[config.mk]
export PLATFORM = sky130hd
export DESIGN_NAME = contactor_economizer_pwm_top
export DESIGN_NICKNAME = d
export VERILOG_FILES = /design/src/rtl/cepwm_pkg.sv /design/src/rtl/cepwm_regs.sv /design/src/rtl/cepwm_channel.sv /design/src/rtl/contactor_economizer_pwm_top.sv
export SDC_FILE = /design/constraint.sdc
export NUM_CORES = 1
export LEC_CHECK = 0
export ABC_AREA = 1
export BUFFER_PORTS_ARGS = -buffer_cell sky130_fd_sc_hd__buf_2
export CORE_MARGIN = 8
export CORE_UTILIZATION = 45
export DETAILED_ROUTE_END_ITERATION = 16
export GPL_ROUTABILITY_DRIVEN = 0
export PLACE_DENSITY = 0.64
export SETUP_SLACK_MARGIN = 0.5
export SYNTH_ARGS = -nofsm -noshare
export SYNTH_HDL_FRONTEND = slang
export SYNTH_SLANG_ARGS = --single-unit
[constraint.sdc]
create_clock -name i_clk -period 3.7 [get_ports i_clk]
set_input_delay 0.37 -clock i_clk [delete_from_list [all_inputs] [get_ports i_clk]]
set_output_delay 0.37 -clock i_clk [all_outputs]
set_load 0.005 [all_outputs]
[src/rtl/cepwm_pkg.sv]
// Shared types, register codes and constants for the contactor economizer PWM block.
// Holds the economizer duty table builder used by the register file.
// No dependencies.
package cepwm_pkg;

    // Default PWM period; the top level hands it down as a parameter.
    localparam int unsigned PWM_PERIOD_DEF = 4096;

    // Saturation point of the on-tick counters and ceiling of the percent setting.
    localparam int          TICK_LIMIT  = 127;
    localparam int unsigned PERCENT_MAX = 100;

    // Field widths.
    localparam int CFG_W   = 7;
    localparam int DUTY_W  = 16;
    localparam int TICKS_W = 8;
    localparam int REQ_W   = 2;
    localparam int ADDR_W  = 4;
    localparam int DATA_W  = 32;

    // Register reset values.
    localparam logic [CFG_W-1:0] ECON_PCT_RST   = 7'd50;
    localparam logic [CFG_W-1:0] FULL_TICKS_RST = 7'd6;
    localparam logic [CFG_W-1:0] STAGGER_RST    = 7'd11;

    // Register indexes (word address = paddr[3:2]).
    localparam logic [1:0] REG_ECON_PCT   = 2'd0;
    localparam logic [1:0] REG_FULL_TICKS = 2'd1;
    localparam logic [1:0] REG_STAGGER    = 2'd2;

    typedef logic [DUTY_W-1:0]         t_duty;
    typedef logic signed [TICKS_W-1:0] t_ticks;
    typedef logic [PERCENT_MAX:0][DUTY_W-1:0] t_duty_table;

    // Configuration as seen by the channels.
    typedef struct packed {
        logic [CFG_W-1:0] econ_pct;
        logic [CFG_W-1:0] full_ticks;
        logic [CFG_W-1:0] stagger;
        t_duty            econ_duty;
    } t_cfg;

    // Reduced duty for every percent setting, worked out at elaboration.
    function automatic t_duty_table econ_table(input int unsigned period);
        t_duty_table tbl;
        int unsigned prod;
        tbl = '0;
        for (int unsigned i = 0; i <= PERCENT_MAX; i++) begin
            prod              = (i * period) / PERCENT_MAX;
            tbl[i[CFG_W-1:0]] = prod[DUTY_W-1:0];
        end
        return tbl;
    endfunction

endpackage

[src/rtl/cepwm_regs.sv]
// Configuration register file with an APB-style slave port.
// Depends on cepwm_pkg; supplies the economizer duty from a constant table.
module cepwm_regs #(
    parameter int unsigned PWM_PERIOD = cepwm_pkg::PWM_PERIOD_DEF
) (
    input  logic                          i_clk,
    input  logic                          i_rst_n,
    input  logic                          psel,
    input  logic                          penable,
    input  logic                          pwrite,
    input  logic [cepwm_pkg::ADDR_W-1:0]  paddr,
    input  logic [cepwm_pkg::DATA_W-1:0]  pwdata,
    output logic [cepwm_pkg::DATA_W-1:0]  prdata,
    output logic                          pready,
    output cepwm_pkg::t_cfg               o_cfg
);
    import cepwm_pkg::*;

    localparam t_duty_table EconTable = econ_table(PWM_PERIOD);

    logic [CFG_W-1:0] r_econ_pct;
    logic [CFG_W-1:0] r_full_ticks;
    logic [CFG_W-1:0] r_stagger;
    logic [CFG_W-1:0] n_econ_pct;
    logic [CFG_W-1:0] wr_value;
    logic [1:0]       reg_idx;
    logic             wr_en;

    assign pready   = 1'b1;
    assign reg_idx  = paddr[ADDR_W-1:2];
    assign wr_en    = psel && penable && pwrite && pready;
    assign wr_value = pwdata[CFG_W-1:0];

    // The percent setting is clamped to PERCENT_MAX (the full period) on write.
    assign n_econ_pct = (wr_value > CFG_W'(PERCENT_MAX)) ? CFG_W'(PERCENT_MAX) : wr_value;

    // Register writes; unknown indexes are ignored.
    always_ff @(posedge i_clk) begin
        if (!i_rst_n) begin
            r_econ_pct   <= ECON_PCT_RST;
            r_full_ticks <= FULL_TICKS_RST;
            r_stagger    <= STAGGER_RST;
        end else if (wr_en) begin
            if (reg_idx == REG_ECON_PCT) begin
                r_econ_pct <= n_econ_pct;
            end
            if (reg_idx == REG_FULL_TICKS) begin
                r_full_ticks <= wr_value;
            end
            if (reg_idx == REG_STAGGER) begin
                r_stagger <= wr_value;
            end
        end
    end

    // Read back.
    always_comb begin
        prdata = '0;
        if (reg_idx == REG_ECON_PCT) begin
            prdata = DATA_W'(r_econ_pct);
        end else if (reg_idx == REG_FULL_TICKS) begin
            prdata = DATA_W'(r_full_ticks);
        end else if (reg_idx == REG_STAGGER) begin
            prdata = DATA_W'(r_stagger);
        end
    end

    // The stored percent never exceeds the table range.
    assign o_cfg.econ_pct   = r_econ_pct;
    assign o_cfg.full_ticks = r_full_ticks;
    assign o_cfg.stagger    = r_stagger;
    assign o_cfg.econ_duty  = EconTable[r_econ_pct];

endmodule

[src/rtl/cepwm_channel.sv]
// One contactor channel: on-tick counter and held duty, updated once per beat.
// Depends on cepwm_pkg.
module cepwm_channel #(
    parameter int unsigned PWM_PERIOD = cepwm_pkg::PWM_PERIOD_DEF
) (
    input  logic                          i_clk,
    input  logic                          i_rst_n,
    input  logic                          i_step,
    input  logic                          i_request,
    input  cepwm_pkg::t_ticks             i_clear_ticks,
    input  logic [cepwm_pkg::CFG_W-1:0]   i_full_ticks,
    input  cepwm_pkg::t_duty              i_econ_duty,
    output cepwm_pkg::t_duty              o_duty
);
    import cepwm_pkg::*;

    localparam t_duty FullDuty = DUTY_W'(PWM_PERIOD);

    t_ticks r_ticks;
    t_ticks n_ticks;
    t_duty  r_duty;
    t_duty  n_duty;

    // Full duty on the first tick, reduced duty once the full-power time is over;
    // the reduced duty wins when both apply.
    always_comb begin
        n_duty  = r_duty;
        n_ticks = r_ticks;
        if (i_request) begin
            if (r_ticks == '0) begin
                n_duty = FullDuty;
            end
            if (r_ticks >= $signed({1'b0, i_full_ticks})) begin
                n_duty = i_econ_duty;
            end
            if (r_ticks < TICKS_W'(TICK_LIMIT)) begin
                n_ticks = r_ticks + t_ticks'(1);
            end
        end else begin
            n_duty  = '0;
            n_ticks = i_clear_ticks;
        end
    end

    always_ff @(posedge i_clk) begin
        if (!i_rst_n) begin
            r_ticks <= '0;
            r_duty  <= '0;
        end else if (i_step) begin
            r_ticks <= n_ticks;
            r_duty  <= n_duty;
        end
    end

    assign o_duty = r_duty;

endmodule

[src/rtl/contactor_economizer_pwm_top.sv]
// Top level of the contactor economizer PWM block.
// Depends on cepwm_pkg, cepwm_regs and cepwm_channel.
//
// One request beat is taken per clock cycle while o_in_ready is high, and its
// result beat appears in the next cycle; the two channels' held duty registers are
// the result register, so the next request is accepted while a result waits as long
// as that result is taken in the same cycle. Each beat takes one pass of counter
// compare and increment logic per channel. The reduced duty comes from a constant
// table of 101 entries built from PWM_PERIOD, so a new percent setting is in force
// on the next beat. After reset both counters are zero; there is no clearing pass.
module contactor_economizer_pwm_top #(
    parameter int unsigned PWM_PERIOD = cepwm_pkg::PWM_PERIOD_DEF
) (
    input  logic                          i_clk,
    input  logic                          i_rst_n,
    input  logic                          psel,
    input  logic                          penable,
    input  logic                          pwrite,
    input  logic [cepwm_pkg::ADDR_W-1:0]  paddr,
    input  logic [cepwm_pkg::DATA_W-1:0]  pwdata,
    output logic [cepwm_pkg::DATA_W-1:0]  prdata,
    output logic                          pready,
    input  logic                          i_in_valid,
    output logic                          o_in_ready,
    input  logic [cepwm_pkg::REQ_W-1:0]   i_contactor_request,
    output logic                          o_out_valid,
    input  logic                          i_out_ready,
    output logic [cepwm_pkg::DUTY_W-1:0]  o_duty_one,
    output logic [cepwm_pkg::DUTY_W-1:0]  o_duty_two,
    output logic                          o_driver_enable
);
    import cepwm_pkg::*;

    t_cfg   cfg;
    t_ticks clear_two;
    logic   in_beat;
    logic   r_out_valid;

    cepwm_regs #(
        .PWM_PERIOD (PWM_PERIOD)
    ) u_regs (
        .i_clk   (i_clk),
        .i_rst_n (i_rst_n),
        .psel    (psel),
        .penable (penable),
        .pwrite  (pwrite),
        .paddr   (paddr),
        .pwdata  (pwdata),
        .prdata  (prdata),
        .pready  (pready),
        .o_cfg   (cfg)
    );

    // Result slot is free when empty or being drained this cycle.
    assign o_in_ready = !r_out_valid || i_out_ready;
    assign in_beat    = i_in_valid && o_in_ready;

    // Channel two restarts behind channel one by the stagger time.
    assign clear_two = -$signed({1'b0, cfg.stagger});

    cepwm_channel #(
        .PWM_PERIOD (PWM_PERIOD)
    ) u_chan_one (
        .i_clk         (i_clk),
        .i_rst_n       (i_rst_n),
        .i_step        (in_beat),
        .i_request     (i_contactor_request[0]),
        .i_clear_ticks ('0),
        .i_full_ticks  (cfg.full_ticks),
        .i_econ_duty   (cfg.econ_duty),
        .o_duty        (o_duty_one)
    );

    cepwm_channel #(
        .PWM_PERIOD (PWM_PERIOD)
    ) u_chan_two (
        .i_clk         (i_clk),
        .i_rst_n       (i_rst_n),
        .i_step        (in_beat),
        .i_request     (i_contactor_request[1]),
        .i_clear_ticks (clear_two),
        .i_full_ticks  (cfg.full_ticks),
        .i_econ_duty   (cfg.econ_duty),
        .o_duty        (o_duty_two)
    );

    // Result valid flag.
    always_ff @(posedge i_clk) begin
        if (!i_rst_n) begin
            r_out_valid <= 1'b0;
        end else if (in_beat) begin
            r_out_valid <= 1'b1;
        end else if (i_out_ready) begin
            r_out_valid <= 1'b0;
        end
    end

    assign o_out_valid     = r_out_valid;
    assign o_driver_enable = (o_duty_one != '0) || (o_duty_two != '0);

    // A dropped request shows zero duty in the very next result.
    a_drop_one: assert property (@(posedge i_clk) disable iff (!i_rst_n)
        (in_beat && !i_contactor_request[0]) |=> (o_duty_one == '0))
        else $error("duty_one not cleared after request dropped");

    a_drop_two: assert property (@(posedge i_clk) disable iff (!i_rst_n)
        (in_beat && !i_contactor_request[1]) |=> (o_duty_two == '0))
        else $error("duty_two not cleared after request dropped");

    // Every accepted beat yields a result beat in the next cycle.
    a_result: assert property (@(posedge i_clk) disable iff (!i_rst_n)
        in_beat |=> o_out_valid)
        else $error("accepted beat produced no result");

    // A result waiting on the output is not overwritten.
    a_hold: assert property (@(posedge i_clk) disable iff (!i_rst_n)
        (o_out_valid && !i_out_ready) |=> ($stable(o_duty_one) && $stable(o_duty_two)))
        else $error("pending result changed while stalled");

endmodule

==> reports/results.txt, run 1 <==
gr usage total - 18.85%
routed vias - 5,605
via/cell ratio - 5.109
DR pass1 iterations - 5
Synth Area in Compound Gates - 16.77%
Initial Util - 45.38%
RSZ-0062 raised after global routing - no
Seq/Total Area, Yosys - 27.36%
Critical Path End Type - register
number of synthesized flops with an enable pin - 0
CP Max Fanout - 8
clock power share - 44.1%
clock root cell - clkbuf_16
Gate power share - 15.1%
CTS Buf Count - 9
critical path cell sequence - buf_2 -> inv_1 -> nand2_4 -> inv_2 -> nand2_4 -> nor2_1 -> a21oi_2 -> nor2_1 -> buf_4 -> inv_1 -> ha_1 -> inv_1 -> nand2_2 -> nand3_1 -> o21ai_0 -> nand2_1 -> nand2_1 -> o21ai_1 -> inv_1
Tot Pwr - 0.002211 W
drt drc - 0
post_cts resized - 0
Post-Syn Area - 5634 um2
ys flop type - dfxtp_1
DPL Wire Length - 11,480 um
crit path from - paddr[3]
combinational family with the most area after synthesis - simple AND/OR/NAND/NOR gates
die width - 127.9 um
Power Density - 355.5 nW/um2
CP Buf/Inv Count - 7
CTS HTree Levels - 3
area leader, netlist - dfxtp_1
Clock Skew - 0.008156 ns
Rel. slew slack - 34.34%
CTS Hold Bufs - 0
Final Cycle Share - 74.75%
diodes inserted - 0
Final Hold Vio Count - 0
port bufs - 53
CP most frequent cell - inv_1
standard-cell rows - 41
layout cells sized above 1 - 11.24%
pin count of the biggest net entering global routing - 41
synth warn - 0
max-slew violation count - 0
adder-cell share of the synthesized area - 7.995%
register share of total power - 40.7%
status - finished clean
WL/cell - 14.18 um
post-synth top area share - 27.36%
final setup fails - 0
Sw Ratio - 27.89%
start point of the worst hold path - pwdata[0]
Clock transition at path regs - 0.06 ns
Post-synth top cells - 240 x nand2_1, 98 x inv_1, 79 x a21oi_1
Worst path slowest cell - ha_1
Yosys cell types - 41
Syn-to-layout area delta - 10.37%
worst min path class - input port to register
delay-heaviest family, CP - buffers and inverters
CTS tree - yes
Startpoint Class - input port
P_int - 0.001594 W
clk buf depth - 2
synth top area cells - dfxtp_1 27%, nand2_1 16%, ha_1 8.0%
Syn Inst Count - 882
grt ovf - 0
post-route ant nets - 0
Net Sw Power - 0.0006165 W
Routed WL - 15,550 um
post-synthesis simple-gate area fraction - 33.56%
NumNets Final - 1,001
mux cell area share after synthesis - 0%
most common cell in the synthesized netlist - nand2_1
crit path time final - 2.766 ns
count of clock tree sinks - 77
1st-iter DRT viols - 679
Worst-Margin Slew - 0.9847 ns
#FFs+latches synth - 77
die area - 16,360 um2
worst r2r src - u_regs.r_econ_pct[0]
MaxCap Viol Count - 0
CP max stage delay - 0.37 ns
Syn Area/Cell - 6.388 um2
Async S/R FF share, synth - 0%
leakage - 3.120 nW
worst skew pair latency - 0.34 ns
post-synthesis xor/xnor area fraction - 0.1555%
Peak supply drop - 0.2147 mV
Fin Setup TNS - 0 ns
vias in the first global route - 5,003
initial antenna violation count - 0
Hold Slack - 0.2959 ns
fillers - 1,364
Req. time, crit path - 3.92 ns
fmax - 0.3615 GHz
critical path type - input port to register
Post-CTS Repair Setup Buffers - 0
Arrival @ worst endpoint - 2.98 ns
first-pass GRT wire length - 25,300 um
Die Y - 127.9 um
Ports - 113
Core Area - 12,410 um2
kinds of logic (layout without fill, tap and decap cells):
kind of cell / count (synthesis) / count (layout)
and+or+nand+nor: 426 / 426
AOI/OAI and AO/OA: 172 / 172
buffers and inverters: 168 / 181
DFF: 77 / 77
adders and majority gates: 36 / 36
other: 2 / 32
xor gates and xnor gates: 1 / 1
sequential cells by signal, indices dropped and copies added, names as in the netlist:
name / count
u_chan_one.i_econ_duty: 13
u_chan_one.o_duty: 13
u_chan_two.o_duty: 13
u_chan_one.r_ticks: 8
u_chan_two.r_ticks: 8
u_regs.r_econ_pct: 7
u_regs.r_full_ticks: 7
u_regs.r_stagger: 7
o_out_valid: 1
worst min-delay path: stages:
cell      delay (ns)
buf_2           0.11
nand2_1         0.06
o211ai_1        0.06
final timing paths:
kind / to / cells past startpoint / slack, ns
worst min register to register: u_chan_one.o_duty[8] / 2 / 0.48
worst max register to register: u_chan_one.i_econ_duty[0] / 15 / 1.09
worst max-delay path: u_chan_one.i_econ_duty[0] / 19 / 0.93
worst min-delay path: u_regs.r_stagger[0] / 3 / 0.30
per-layer routing:
layer	track usage, %	part of all wire, %	vias to the layer above	wire length (um)
li1	-	-	2914	-
met1	25.63	47	2467	7278
met2	29.59	45	206	6990
met3	3.494	6.9	18	1080
met4	5.524	1.3	0	204
met5	0	0	-	0
power groups by stage:
| stage | clock [W] | combinational [W] | sequential (W) |
|---|---|---|---|
| finish | 0.000976 | 0.000334 | 0.000901 |
| detailed placement | 0 | 0.000328 | 0.000918 |
| global route | 0.00103 | 0.000383 | 0.000905 |
| floorplan | 0 | 0.000259 | 0.000910 |
| CTS | 0.000996 | 0.000331 | 0.000900 |
| global placement | 0 | 0.000329 | 0.000918 |
cells in the final DEF (no fill, tap or decap), types with 6 or more instances in the layout:
master,Yosys,final
buf_4,33,7
inv_2,6,6
dfxtp_1,77,77
nor4_1,6,6
clkbuf_16,0,9
nand4_1,24,24
nand3_1,57,57
o21ai_0,57,57
a21oi_1,79,79
nand2_1,240,240
o221ai_1,7,7
o21ai_1,6,6
inv_1,98,98
o211ai_1,8,8
ha_1,36,36
nor3_1,11,11
nor2_1,66,66
conb_1,2,32
buf_2,15,53
layout make-up:
type,instances,area (um2),area share [%]
multi-input cells,667,3415,54.91
inverters,105,396.6,6.378
clock inverters,6,93.84,1.509
repair buffers,60,317.8,5.111
well taps,172,215.2,3.461
flip-flops and latches,77,1541,24.79
clock buffers,10,239.0,3.843
stage by stage:
step	std cells	util (%)	setup WS, ns	cell area [um2]
4_1_cts	1097	50.09	0.9765	6218
2_1_floorplan	912	-	1.025	5747
6_report	1097	50.09	0.9341	6218
3_3_place_gp	1081	47.41	0.6265	5886
5_1_grt	1097	50.09	0.6339	6218
3_5_place_dp	1081	47.41	0.6210	5886
(Power assumes the default switching activity.)
==> inputs of run 2 (changes only) <==
--- a/config.mk
+++ b/config.mk
@@ -11,7 +11,7 @@
 export CORE_UTILIZATION = 45
 export DETAILED_ROUTE_END_ITERATION = 16
 export GPL_ROUTABILITY_DRIVEN = 0
-export PLACE_DENSITY = 0.64
+export PLACE_DENSITY = 0.67
 export SETUP_SLACK_MARGIN = 0.5
 export SYNTH_ARGS = -nofsm -noshare
 export SYNTH_HDL_FRONTEND = slang
==> constraint.sdc (replaced) <==
create_clock -name i_clk -period 2.5 [get_ports i_clk]
set_input_delay 0.25 -clock i_clk [delete_from_list [all_inputs] [get_ports i_clk]]
set_output_delay 0.25 -clock i_clk [all_outputs]
set_load 0.005 [all_outputs]
==> run 2 against run 1 <==
Effect of this change:
- die area did not move
- total power increased by 45%
- via count rose by 6.5%
- final cell count grew 3.9%
- critical path depth fell by 7
- clock-buffer cell count decreased by 1
- core utilization rose by 5.5 points
- critical endpoint is now u_chan_two.o_duty[9]
- non-clock buffer count increased by 42
- highest routed layer unchanged
==> reports/results.txt, run 2 (synthesis results as in run 1) <==
diodes inserted - 0
via/cell ratio - 5.239
fmax - 0.5197 GHz
Core Util, Final - 55.61%
CTS HTree Levels - 3
Core Area - 12,410 um2
most frequent cells in the layout - 233 x nand2_1, 84 x inv_1, 74 x a21oi_1
RSZ-0062 raised after global routing - yes
Req. time, crit path - 2.74 ns
start point of the worst hold path - pwdata[0]
Reg2Reg Setup Slack - 0.58 ns
standard-cell rows - 41
grt ovf - 0
final worst slack - 0.5757 ns
first-pass GRT wire length - 26,110 um
Final Hold Vio Count - 0
Hold Path Sink - u_regs.r_stagger[0]
Setup WS pre-CTS - 0.1413 ns
CP Max Fanout - 7
gr usage total - 19.37%
Critical Path End Type - register
Initial Util - 45.38%
Routed WL - 16,510 um
CTS tree - yes
post-route ant nets - 0
drt drc - 0
Ports - 113
worst skew pair latency - 0.34 ns
most common cell after layout, fill and taps aside - nand2_1
Clock transition at path regs - 0.07 ns
clk buf depth - 2
routed vias - 5,972
Hold Path Stages - 3
Power Density - 463.6 nW/um2
Arrival @ worst endpoint - 2.16 ns
count of clock tree sinks - 77
MaxCap Viol Count - 0
NumNets Final - 1,044
pin count of the biggest net entering global routing - 38
Peak supply drop - 0.3425 mV
critical path type - register to register
WL/cell - 14.48 um
crit path time final - 1.924 ns
worst r2r src - u_chan_two.r_ticks[1]
1st-iter DRT viols - 618
final setup fails - 0
CTS Buf Count - 9
vias in the first global route - 5,230
Reg2Reg Depth - 12
FF-to-FF End - u_chan_two.o_duty[9]
DPL Wire Length - 11,870 um
die area - 16,360 um2
layout cells sized above 1 - 21.38%
Startpoint Class - register
die width - 127.9 um
Clock Skew - 0.009005 ns
worst min path class - input port to register
status - finished clean
Final Cycle Share - 76.97%
max-slew violation count - 0
leakage - 3.336 nW
clock root cell - clkbuf_16
Syn-to-layout area delta - 22.54%
initial antenna violation count - 0
Die Y - 127.9 um
Fin Setup TNS - 0 ns
Hold Slack - 0.1680 ns
DR pass1 iterations - 5
port bufs - 53
run 2: changes by cell type in the layout (fill, tap and decap cells not counted), sizes merged:
cell and change:
buf +40, clkinvlp +3, bufinv -2, clkbuf +1, inv +1
run 2: worst max-delay path, cell delays in order, from the launching register on:
cell and delay [ns]:
dfxtp_2 0.39, ha_4 0.22, inv_1 0.05, nor2_1 0.04
o21ai_2 0.12, a21boi_2 0.07, o21ai_1 0.15, nand2_2 0.11
o21ai_4 0.32, clkbuf_16 0.22, nand2_1 0.05, nand2_1 0.05
nor2_1 0.04
run 2: per-layer routing:
metal | global-route usage, % | share of wire [%] | vias to the layer above
met3 | 3.577 | 6.7 | 17
met4 | 5.245 | 1.1 | 0
met1 | 25.73 | 44 | 2699
met5 | 0 | 0 | -
li1 | - | - | 3003
met2 | 31.36 | 48 | 253
run 2: cell type report:
class | instances | area (um2)
Timing Repair inverter | 1 | 7.507
Inverter | 105 | 420.4
Clock inverter | 7 | 57.56
Timing Repair Buffer | 102 | 723.2
Sequential cell | 77 | 1555
Tap cell | 172 | 215.2
Clock buffer | 9 | 225.2
Fill cell | 1219 | 5510
Multi-Input combinational cell | 667 | 3700
run 2: how the worst max path moves through the flow:
| stage | startpoint | end | slack (ns) |
|---|---|---|---|
| floorplan | psel | u_chan_one.i_econ_duty[4] | 0.50 |
| global placement | pwrite | u_chan_one.i_econ_duty[5] | 0.15 |
| detailed placement | paddr[3] | u_chan_one.i_econ_duty[5] | 0.14 |
| CTS | u_regs.r_full_ticks[1] | u_chan_two.o_duty[2] | 0.52 |
| global route | paddr[2] | u_chan_one.i_econ_duty[4] | 0.46 |
| finish | u_chan_two.r_ticks[1] | u_chan_two.o_duty[9] | 0.58 |
run 2: what timing repair did:
item | in CTS | in global routing
cloned | 0 | 5
pin swaps | 2 | 22
gates resized for setup | 2 | 83
buffers inserted | 2 | 18
endpoints found under the setup margin | 6 | 43
hold buffers | 0 | 0
run 2: through the flow:
| step | instances | cell area, um2 | power, W |
|---|---|---|---|
| after floorplan | 912 | 5814 | 0.001737 |
| after global placement | 1099 | 6101 | 0.001869 |
| after detailed placement | 1099 | 6101 | 0.001871 |
| after CTS | 1117 | 6405 | 0.003119 |
| after global routing | 1140 | 6904 | 0.003358 |
| final | 1140 | 6904 | 0.003200 |
run 2: power breakdown:
part | internal [W] | switching [W]
clock | 0.000688 | 0.000558
combinational | 0.000237 | 0.000379
sequential | 0.00129 | 0.0000501
total | 0.00221 | 0.000987
